## src/hdl/apm_pkg.sv

```systemverilog
// ----------------------------------------------------------------------------
// apm_pkg
// shared constants and the fractional log2 table for the peak level meter
// ----------------------------------------------------------------------------
package apm_pkg;

  // field widths of the fixed-size payload fields
  localparam int CH_W    = 4;
  localparam int DB_W    = 8;
  localparam int FINE_W  = 16;
  localparam int DECAY_W = 14;

  // result tdata: meter_channel, level_db, level_fine, zero pad to whole bytes
  localparam int MFIELD_W = CH_W + DB_W + FINE_W;
  localparam int MDATA_W  = ((MFIELD_W + 7) / 8) * 8;

  localparam logic [DECAY_W-1:0] DECAY_RESET = 14'd205;

  // q8.8 dB constants
  localparam logic signed [FINE_W-1:0] FLOOR_Q88 = -16'sd16384;
  localparam int OFFSET_Q88      = 1536;
  localparam int DB_PER_OCT_Q88  = 1541;
  localparam int ROUND_Q16       = 65535;
  localparam int MIN_LEVEL       = -32768;

  // log2 of (1 + f/16) scaled by 2^16; the caller subtracts it
  function automatic logic [15:0] frac_log2(input logic [3:0] f);
    logic [15:0] r;
    case (f)
      4'd0:    r = 16'd0;
      4'd1:    r = 16'd5732;
      4'd2:    r = 16'd11136;
      4'd3:    r = 16'd16248;
      4'd4:    r = 16'd21098;
      4'd5:    r = 16'd25711;
      4'd6:    r = 16'd30109;
      4'd7:    r = 16'd34312;
      4'd8:    r = 16'd38336;
      4'd9:    r = 16'd42196;
      4'd10:   r = 16'd45904;
      4'd11:   r = 16'd49472;
      4'd12:   r = 16'd52911;
      4'd13:   r = 16'd56229;
      4'd14:   r = 16'd59434;
      4'd15:   r = 16'd62534;
      default: r = 16'd0;
    endcase
    return r;
  endfunction

endpackage

```

## src/hdl/apm_log_conv.sv

```systemverilog
// ----------------------------------------------------------------------------
// apm_log_conv
// three-stage peak magnitude to q8.8 dBFS converter
// ----------------------------------------------------------------------------
module apm_log_conv #(
  parameter int SAMPLE_BITS = 24
) (
  input  logic                              clk_i,
  input  logic                              en_i,
  input  logic [SAMPLE_BITS-1:0]            peak_i,
  output logic signed [apm_pkg::FINE_W-1:0] level_o
);
  import apm_pkg::*;

  localparam int NW     = $clog2(SAMPLE_BITS);
  localparam int M_W    = $clog2(SAMPLE_BITS + 1) + 16;
  localparam int PROD_W = M_W + 11;
  localparam int C_W    = PROD_W - 15;
  localparam int DBX_W  = C_W + 1;

  logic [NW-1:0]          n;
  logic [3:0]             f;
  logic [SAMPLE_BITS+3:0] pext;
  logic                   zero;
  logic [M_W-1:0]         m_d;

  logic [M_W-1:0]         m_q;
  logic                   zero_a_q;
  logic [PROD_W-1:0]      prod_q;
  logic                   zero_b_q;

  logic [PROD_W:0]            sum;
  logic [C_W-1:0]             c;
  logic signed [DBX_W-1:0]    db;
  logic signed [FINE_W-1:0]   level_d;
  logic signed [FINE_W-1:0]   level_q;

  // stage a: leading one, next four bits, table
  always_comb begin
    n = '0;
    for (int i = 0; i < SAMPLE_BITS; i++) begin
      if (peak_i[i]) begin
        n = NW'(i);
      end
    end
    pext = {peak_i, 4'b0000};
    f    = pext[n +: 4];
    zero = (peak_i == '0);
    m_d  = {(M_W-16)'(SAMPLE_BITS - int'(n)), 16'd0} - M_W'(frac_log2(f));
  end

  always_ff @(posedge clk_i) begin
    if (en_i) begin
      m_q      <= m_d;
      zero_a_q <= zero;
    end
  end

  // stage b: scale octaves to dB
  always_ff @(posedge clk_i) begin
    if (en_i) begin
      prod_q   <= PROD_W'(m_q) * PROD_W'(DB_PER_OCT_Q88);
      zero_b_q <= zero_a_q;
    end
  end

  // stage c: ceil, offset, saturate
  always_comb begin
    sum = (PROD_W+1)'(prod_q) + (PROD_W+1)'(ROUND_Q16);
    c   = sum[PROD_W:16];
    db  = $signed(DBX_W'(OFFSET_Q88)) - $signed({1'b0, c});
    if (zero_b_q) begin
      level_d = FLOOR_Q88;
    end else if (db < MIN_LEVEL) begin
      level_d = FINE_W'(MIN_LEVEL);
    end else begin
      level_d = FINE_W'(db);
    end
  end

  always_ff @(posedge clk_i) begin
    if (en_i) begin
      level_q <= level_d;
    end
  end

  assign level_o = level_q;

endmodule

```

## src/hdl/audio_peak_level_meter.sv

```systemverilog
// ----------------------------------------------------------------------------
// audio_peak_level_meter
// multichannel peak program meter with dBFS hold level and linear decay
// ----------------------------------------------------------------------------
// Takes one sample per clock, each tagged with a channel number; a channel
// number not below CHANNELS is accepted and dropped. Per-channel peak and
// held level live in two small synchronous memories (registered read) that
// are read, modified and written back with one-deep forwarding, so samples
// of the same channel may follow each other back to back. On a transfer
// with tlast set the peak is converted to q8.8 dBFS
// (6 + 20*log10(peak/2^SAMPLE_BITS), -64 dB for a zero peak), the held level
// decays by decay_step when above -64 dB and then rises to the new level if
// higher, and the channel, the whole-dB and the q8.8 held level pass through
// the stage 1 and 2 registers, the log conversion stages and the output
// register to m_axis_tdata. Throughput is one sample per cycle,
// bounded by the forwarded peak read-modify-write; the input only stalls
// while the two-entry output buffer is full. Reset takes effect at once:
// per-entry valid bits make never-written entries read as their reset
// values, so there is no clearing pass. The user writes decay_step through
// cfg_we_i/cfg_wdata_i only while the block is idle, which it does not enforce.
// ----------------------------------------------------------------------------
module audio_peak_level_meter #(
  parameter int CHANNELS    = 16,
  parameter int SAMPLE_BITS = 24
) (
  input  logic                               clk_i,
  input  logic                               rst_ni,
  // config
  input  logic                               cfg_we_i,
  input  logic [apm_pkg::DECAY_W-1:0]        cfg_wdata_i,
  // sample input
  input  logic                               s_axis_tvalid,
  output logic                               s_axis_tready,
  // channel [3:0], sample [SAMPLE_BITS+3:4], zero pad to whole bytes
  input  logic [((apm_pkg::CH_W+SAMPLE_BITS+7)/8)*8-1:0] s_axis_tdata,
  // period_end
  input  logic                               s_axis_tlast,
  // level output
  output logic                               m_axis_tvalid,
  input  logic                               m_axis_tready,
  // meter_channel [3:0], level_db [11:4], level_fine [27:12], zero pad
  output logic [apm_pkg::MDATA_W-1:0]        m_axis_tdata
);
  import apm_pkg::*;

  localparam int AW = (CHANNELS > 1) ? $clog2(CHANNELS) : 1;

  typedef struct packed {
    logic [CH_W-1:0]         ch;
    logic [DB_W-1:0]         whole;
    logic signed [FINE_W-1:0] fine;
  } result_t;

  // decay register
  logic [DECAY_W-1:0] decay_q;

  always_ff @(posedge clk_i or negedge rst_ni) begin
    if (!rst_ni) begin
      decay_q <= DECAY_RESET;
    end else if (cfg_we_i) begin
      decay_q <= cfg_wdata_i;
    end
  end

  // pipeline advances unless the skid entry is occupied
  logic adv;
  logic skid_vld_q;
  logic out_vld_q;

  assign adv           = !skid_vld_q;
  assign s_axis_tready = !skid_vld_q;

  // ---------------- input decode (stage 0) ----------------
  logic                   in_xfer;
  logic [CH_W-1:0]        in_ch;
  logic [SAMPLE_BITS-1:0] in_smp;
  logic [SAMPLE_BITS-1:0] in_mag;
  logic                   in_range;

  always_comb begin
    in_xfer  = s_axis_tvalid && s_axis_tready;
    in_ch    = s_axis_tdata[CH_W-1:0];
    in_smp   = s_axis_tdata[CH_W +: SAMPLE_BITS];
    // two's complement magnitude; the most negative value maps to 2^(n-1)
    in_mag   = in_smp[SAMPLE_BITS-1] ? (~in_smp + 1'b1) : in_smp;
    in_range = (int'(in_ch) < CHANNELS);
  end

  // ---------------- peak memory ----------------
  logic [SAMPLE_BITS-1:0] peak_mem [CHANNELS];
  logic [CHANNELS-1:0]    peak_vld_q;
  logic [SAMPLE_BITS-1:0] peak_rd_q;
  logic                   peak_rd_vld_q;

  // stage 1 registers
  logic                   r1_vld_q;
  logic [CH_W-1:0]        r1_ch_q;
  logic [SAMPLE_BITS-1:0] r1_mag_q;
  logic                   r1_pe_q;

  // forward of the write made in the cycle of the read
  logic                   pfwd_vld_q;
  logic [AW-1:0]          pfwd_addr_q;
  logic [SAMPLE_BITS-1:0] pfwd_data_q;

  logic [AW-1:0]          r1_addr;
  logic [SAMPLE_BITS-1:0] peak_cur;
  logic [SAMPLE_BITS-1:0] peak_new;
  logic [SAMPLE_BITS-1:0] peak_wdata;
  logic                   peak_we;

  always_ff @(posedge clk_i) begin
    if (adv) begin
      peak_rd_q     <= peak_mem[AW'(in_ch)];
      peak_rd_vld_q <= peak_vld_q[AW'(in_ch)];
      r1_ch_q       <= in_ch;
      r1_mag_q      <= in_mag;
      r1_pe_q       <= s_axis_tlast;
    end
  end

  always_comb begin
    r1_addr = AW'(r1_ch_q);
    if (pfwd_vld_q && (pfwd_addr_q == r1_addr)) begin
      peak_cur = pfwd_data_q;
    end else if (peak_rd_vld_q) begin
      peak_cur = peak_rd_q;
    end else begin
      peak_cur = '0;
    end
    peak_new   = (r1_mag_q > peak_cur) ? r1_mag_q : peak_cur;
    // period end clears the peak
    peak_wdata = r1_pe_q ? '0 : peak_new;
    peak_we    = adv && r1_vld_q;
  end

  always_ff @(posedge clk_i) begin
    if (peak_we) begin
      peak_mem[r1_addr] <= peak_wdata;
    end
    if (adv) begin
      pfwd_addr_q <= r1_addr;
      pfwd_data_q <= peak_wdata;
    end
  end

  always_ff @(posedge clk_i or negedge rst_ni) begin
    if (!rst_ni) begin
      r1_vld_q   <= 1'b0;
      pfwd_vld_q <= 1'b0;
      peak_vld_q <= '0;
    end else if (adv) begin
      r1_vld_q   <= in_xfer && in_range;
      pfwd_vld_q <= r1_vld_q;
      if (r1_vld_q) begin
        peak_vld_q[r1_addr] <= 1'b1;
      end
    end
  end

  // ---------------- stage 2 and log conversion ----------------
  // only period-end samples travel on past the peak update
  logic                   r2_vld_q, r3_vld_q, r4_vld_q, r5_vld_q;
  logic [CH_W-1:0]        r2_ch_q, r3_ch_q, r4_ch_q, r5_ch_q;
  logic [SAMPLE_BITS-1:0] r2_peak_q;
  logic signed [FINE_W-1:0] lvl;

  always_ff @(posedge clk_i) begin
    if (adv) begin
      r2_ch_q   <= r1_ch_q;
      r2_peak_q <= peak_new;
      r3_ch_q   <= r2_ch_q;
      r4_ch_q   <= r3_ch_q;
      r5_ch_q   <= r4_ch_q;
    end
  end

  always_ff @(posedge clk_i or negedge rst_ni) begin
    if (!rst_ni) begin
      r2_vld_q <= 1'b0;
      r3_vld_q <= 1'b0;
      r4_vld_q <= 1'b0;
      r5_vld_q <= 1'b0;
    end else if (adv) begin
      r2_vld_q <= r1_vld_q && r1_pe_q;
      r3_vld_q <= r2_vld_q;
      r4_vld_q <= r3_vld_q;
      r5_vld_q <= r4_vld_q;
    end
  end

  // three register stages, level lines up with r5
  apm_log_conv #(
    .SAMPLE_BITS(SAMPLE_BITS)
  ) u_log (
    .clk_i  (clk_i),
    .en_i   (adv),
    .peak_i (r2_peak_q),
    .level_o(lvl)
  );

  // ---------------- held level memory ----------------
  logic signed [FINE_W-1:0] held_mem [CHANNELS];
  logic [CHANNELS-1:0]      held_vld_q;
  logic signed [FINE_W-1:0] held_rd_q;
  logic                     held_rd_vld_q;

  logic                     hfwd_vld_q;
  logic [AW-1:0]            hfwd_addr_q;
  logic signed [FINE_W-1:0] hfwd_data_q;

  logic [AW-1:0]            r5_addr;
  logic signed [FINE_W-1:0] held_cur;
  logic signed [FINE_W:0]   held_dec;
  logic signed [FINE_W-1:0] held_new;
  logic                     held_we;
  logic signed [FINE_W:0]   held_ext;
  logic [FINE_W:0]          held_abs;
  logic [DB_W:0]            whole_abs;
  logic [DB_W-1:0]          whole;

  // read issued one stage ahead of the update
  always_ff @(posedge clk_i) begin
    if (adv) begin
      held_rd_q     <= held_mem[AW'(r4_ch_q)];
      held_rd_vld_q <= held_vld_q[AW'(r4_ch_q)];
    end
  end

  always_comb begin
    r5_addr = AW'(r5_ch_q);
    if (hfwd_vld_q && (hfwd_addr_q == r5_addr)) begin
      held_cur = hfwd_data_q;
    end else if (held_rd_vld_q) begin
      held_cur = held_rd_q;
    end else begin
      held_cur = FLOOR_Q88;
    end
    // decay only while above the floor, then rise to the new level
    if (held_cur > FLOOR_Q88) begin
      held_dec = (FINE_W+1)'(held_cur) - $signed({3'b000, decay_q});
    end else begin
      held_dec = (FINE_W+1)'(held_cur);
    end
    if ((FINE_W+1)'(lvl) > held_dec) begin
      held_new = lvl;
    end else begin
      held_new = FINE_W'(held_dec);
    end
    held_we = adv && r5_vld_q;

    // whole dB, truncated toward zero
    held_ext  = (FINE_W+1)'(held_new);
    held_abs  = held_ext[FINE_W] ? (FINE_W+1)'(-held_ext) : (FINE_W+1)'(held_ext);
    whole_abs = held_abs[FINE_W:8];
    whole     = held_ext[FINE_W] ? DB_W'(~whole_abs + 1'b1) : DB_W'(whole_abs);
  end

  always_ff @(posedge clk_i) begin
    if (held_we) begin
      held_mem[r5_addr] <= held_new;
    end
    if (adv) begin
      hfwd_addr_q <= r5_addr;
      hfwd_data_q <= held_new;
    end
  end

  always_ff @(posedge clk_i or negedge rst_ni) begin
    if (!rst_ni) begin
      hfwd_vld_q <= 1'b0;
      held_vld_q <= '0;
    end else if (adv) begin
      hfwd_vld_q <= r5_vld_q;
      if (r5_vld_q) begin
        held_vld_q[r5_addr] <= 1'b1;
      end
    end
  end

  // ---------------- output register and skid entry ----------------
  result_t res_d;
  result_t out_q;
  result_t skid_q;
  logic    res_vld;
  logic    out_xfer;

  always_comb begin
    res_d.ch    = r5_ch_q;
    res_d.whole = whole;
    res_d.fine  = held_new;
    res_vld     = adv && r5_vld_q;
    out_xfer    = out_vld_q && m_axis_tready;
  end

  always_ff @(posedge clk_i or negedge rst_ni) begin
    if (!rst_ni) begin
      out_vld_q  <= 1'b0;
      skid_vld_q <= 1'b0;
    end else begin
      if (out_xfer || !out_vld_q) begin
        if (skid_vld_q) begin
          out_vld_q  <= 1'b1;
          skid_vld_q <= 1'b0;
        end else begin
          out_vld_q  <= res_vld;
        end
      end else if (res_vld) begin
        skid_vld_q <= 1'b1;
      end
    end
  end

  always_ff @(posedge clk_i) begin
    if (out_xfer || !out_vld_q) begin
      if (skid_vld_q) begin
        out_q <= skid_q;
      end else if (res_vld) begin
        out_q <= res_d;
      end
    end else if (res_vld) begin
      skid_q <= res_d;
    end
  end

  assign m_axis_tvalid                          = out_vld_q;
  assign m_axis_tdata[CH_W-1:0]                 = out_q.ch;
  assign m_axis_tdata[CH_W +: DB_W]             = out_q.whole;
  assign m_axis_tdata[CH_W+DB_W +: FINE_W]      = out_q.fine;
  assign m_axis_tdata[MDATA_W-1:MFIELD_W]       = '0;

endmodule
```

## config.mk

```make
export PLATFORM = sky130hd
export DESIGN_NAME = audio_peak_level_meter
export DESIGN_NICKNAME = d
export VERILOG_FILES = /design/src/hdl/apm_pkg.sv /design/src/hdl/apm_log_conv.sv /design/src/hdl/audio_peak_level_meter.sv
export SDC_FILE = /design/constraint.sdc
export NUM_CORES = 1
export LEC_CHECK = 0
export BUFFER_PORTS_ARGS = -buffer_cell sky130_fd_sc_hd__buf_2
export CORE_MARGIN = 2
export CORE_UTILIZATION = 25
export CTS_BUF_LIST = sky130_fd_sc_hd__clkbuf_4 sky130_fd_sc_hd__clkbuf_8 sky130_fd_sc_hd__clkbuf_16
export DETAILED_ROUTE_END_ITERATION = 6
export PLACE_DENSITY_LB_ADDON = 0.15
export SETUP_SLACK_MARGIN = 0.15
export SLEW_MARGIN = 25
export SYNTH_ARGS = -nofsm -noshare
export SYNTH_HDL_FRONTEND = slang
export SYNTH_SLANG_ARGS = --single-unit
```

## constraint.sdc

```tcl
create_clock -name clk_i -period 24.3 [get_ports clk_i]
set_input_delay 1.215 -clock clk_i [delete_from_list [all_inputs] [get_ports clk_i]]
set_output_delay 1.215 -clock clk_i [all_outputs]
set_load 0.02 [all_outputs]
```

==> results.yml <==
drt:
  drt_iter0_markers: 2003
  ant_nets: 0
  drc: 4
  vias: 24900
  wl_per_cell_um: 22.9
  first_pass_iters: 7
  viasPerCell: 4.64
  routed_wl_um: 123000
sta:
  max_slew_margin_pct: 31.3
  fmax_mhz: 104
  finalCritPeriodShare_pct: 39.4
  tightest_slew_ps: 1020
  fin_crit_ps: 9570
  drv_slew: 0
  fin_skew_ps: 53.1
  rsz0062_at_grt: "false"
  setup_tns_ps: 0
  hold_viol_final: 0
  finalSetupViolations: 0
critical_path:
  rr_startpoint: "r5_addr[2]"
  ff2ff_path_depth: 29
  slowest_delay_ps: 680
  cp-start-kind: "flop"
  rrSetupSlack_ps: 14730
  crit_path_frequent_cell: "ha_1"
  cp-end-kind: "flop"
  r2r-end: "m_axis_tdata[6]"
  crit_type: "flop to flop"
  crit_buf_inv: 3
  arrival_ps: 10040
  cpLargestDelayFamily: "compound AO/OA/AOI/OAI gates"
  required_ps: 24770
  cp_max_fo: 20
  cp_slowest_cell: "or4b_2"
  crit_path_start: "r5_addr[2]"
yosys:
  yosys.cell_types.count: 94
  yosysMostFrequentCell: "edfxtp_1"
  ys.flop_type: "edfxtp_1"
  syn_area_um2: 44800
  synth_cells: 2787
  synth_area_leader_cell: "edfxtp_1"
  synth_seq_area_share_pct: 64.8
  syn_avg_cell_area_um2: 16.1
  yosys-top-cells-count: "edfxtp_1 (922), mux4_2 (216), ha_1 (188)"
  netlist_top_cells_area: "edfxtp_1 (62%), mux4_2 (11%), ha_1 (5.2%)"
  yosysTopAreaCellShare_pct: 61.8
  synth_edf_count: 922
  async_flop_share_pct: 5.63
  synth-seq-cells: 977
  ys_warn_count: 0
clocking:
  cts_resized: 0
  clock_latency_ps: 760
  cts.sinks: 977
  h-tree-depth: 3
  ctsRootBufferMaster: "clkbuf_16"
  hold_buffers: 0
  cts.path.max_buffers: 3
  path_clk_slew_ps: 60
  postCtsSetupBuffers: 0
  cts_buffers: 111
  cts_tree: "yes"
worst_hold_path:
  hold_class: "flop to flop"
  hold_path_depth: 0
  min_to: "r4_ch_q[2]"
  min-delay-start: "r3_ch_q[2]"
finish:
  fin_nets: 3189
  syn_to_final_growth_pct: 17.1
  utilization_pct: 29.5
  drive_gt1_share_pct: 24.2
die:
  start_util_pct: 25.2
  core.rowCount: 155
  dieWidth_um: 427
  fp.dieH_um: 427
  coreArea_um2: 178000
  fp.dieArea_um2: 183000
  ios: 86
outcome:
  violations: "DRC"
  outcome: "complete, but fails checks"
job:
  cap_violations: 0
global_routing:
  grt_pass1_vias: 26000
  antenna_found_initial: 3
  gr-total-overflow: 0
  gr-usage-all-layers_pct: 13.5
  grt_first_pass_wirelength_um: 180000
  grt_max_degree: 144
placed_design:
  dp_hpwl_um: 75800
  placement.io_buffers: 77
  gp_congestion: 0.818
worst register-to-register path: cells and delay by family (launching register included):
| family | cells | cell delay, ps |
|---|---|---|
| adder cells (fa/ha/maj) | 3 | 930 |
| XOR/XNOR | 3 | 1240 |
| flip-flops | 1 | 610 |
| AND/OR/NAND/NOR | 8 | 2440 |
| AO/OA/AOI/OAI | 11 | 3070 |
| buffers and inverters | 3 | 430 |
| multiplexers | 1 | 560 |
worst max-delay path by stage:
stage	to	slack, ps	cells after the start
floorplan	s_axis_tready	15640	4
global placement	m_axis_tdata[6]	14830	29
detailed placement	m_axis_tdata[6]	14830	30
CTS	m_axis_tdata[6]	14710	29
global route	m_axis_tdata[6]	14200	30
finish	m_axis_tdata[6]	14730	29
state kept, by name (all words and copies together) (netlist names), 21 cells and up:
register and flops:
peak_rd_q 24, r1_mag_q 24, u_log.m_q 21, held_mem 256, peak_mem 384, pfwd_data_q 24, skid_q 28, u_log.prod_q 32
r2_peak_q 24, m_axis_tdata 28
placed cells by master (no fill, tap or decap), types with 21 or more instances in the layout:
master and count:
nor2_1 103, nand3_1 37, a21oi_1 64, clkinv_2 22
or2_2 38, clkbuf_16 111, o21ai_0 94, nor4_1 23
mux4_2 216, nand2b_1 21, buf_4 53, fa_1 24
buf_2 73, xnor2_1 74, edfxtp_1 922, nand2_1 180
xor2_1 23, a21o_1 22, dfrtp_1 49, inv_1 154
mux2_2 56, ha_1 188, nor2_4 21
layout make-up:
cell class,count,area (µm²)
Multi-Input combinational cell,1547,15100
Timing Repair Buffer,131,861
Fill cell,17500,126000
Clock inverter,71,961
Clock buffer,135,3000
Antenna cell,2,5.00
Tap cell,2355,2950
Inverter,157,597
Sequential cell,977,29100
routing by layer:
layer  wire length, µm  global-route usage [%]
met4              3330                    4.18
met1             53000                    17.1
met2             62200                    23.4
met5                 0                       0
met3              4750                    2.35
stage by stage:
stage	setup slack [ps]	cells	hold slack, ps	cell area [µm²]
after floorplan	15640	2790	400	44800
after global placement	14830	5165	403	48400
after detailed placement	14830	5166	405	48500
after CTS	14710	5372	419	52400
after global routing	14200	5374	437	52500
final	14730	5375	418	52500
cell families (layout without fill, tap and decap cells):
family | count (synthesis) | after routing | share of synthesized area (%)
compound gates | 343 | 343 | 5.20
xor+xnor | 98 | 98 | 1.93
fa+ha+maj | 216 | 216 | 6.41
buf+inv | 266 | 494 | 2.29
flops | 977 | 977 | 64.8
mux | 292 | 292 | 12.7
other cells | 1 | 6 | 0.00836
simple gates | 594 | 594 | 6.60
Power is not shown: default switching activity piles up to over one toggle a cycle in this logic, so the estimate is an artifact.
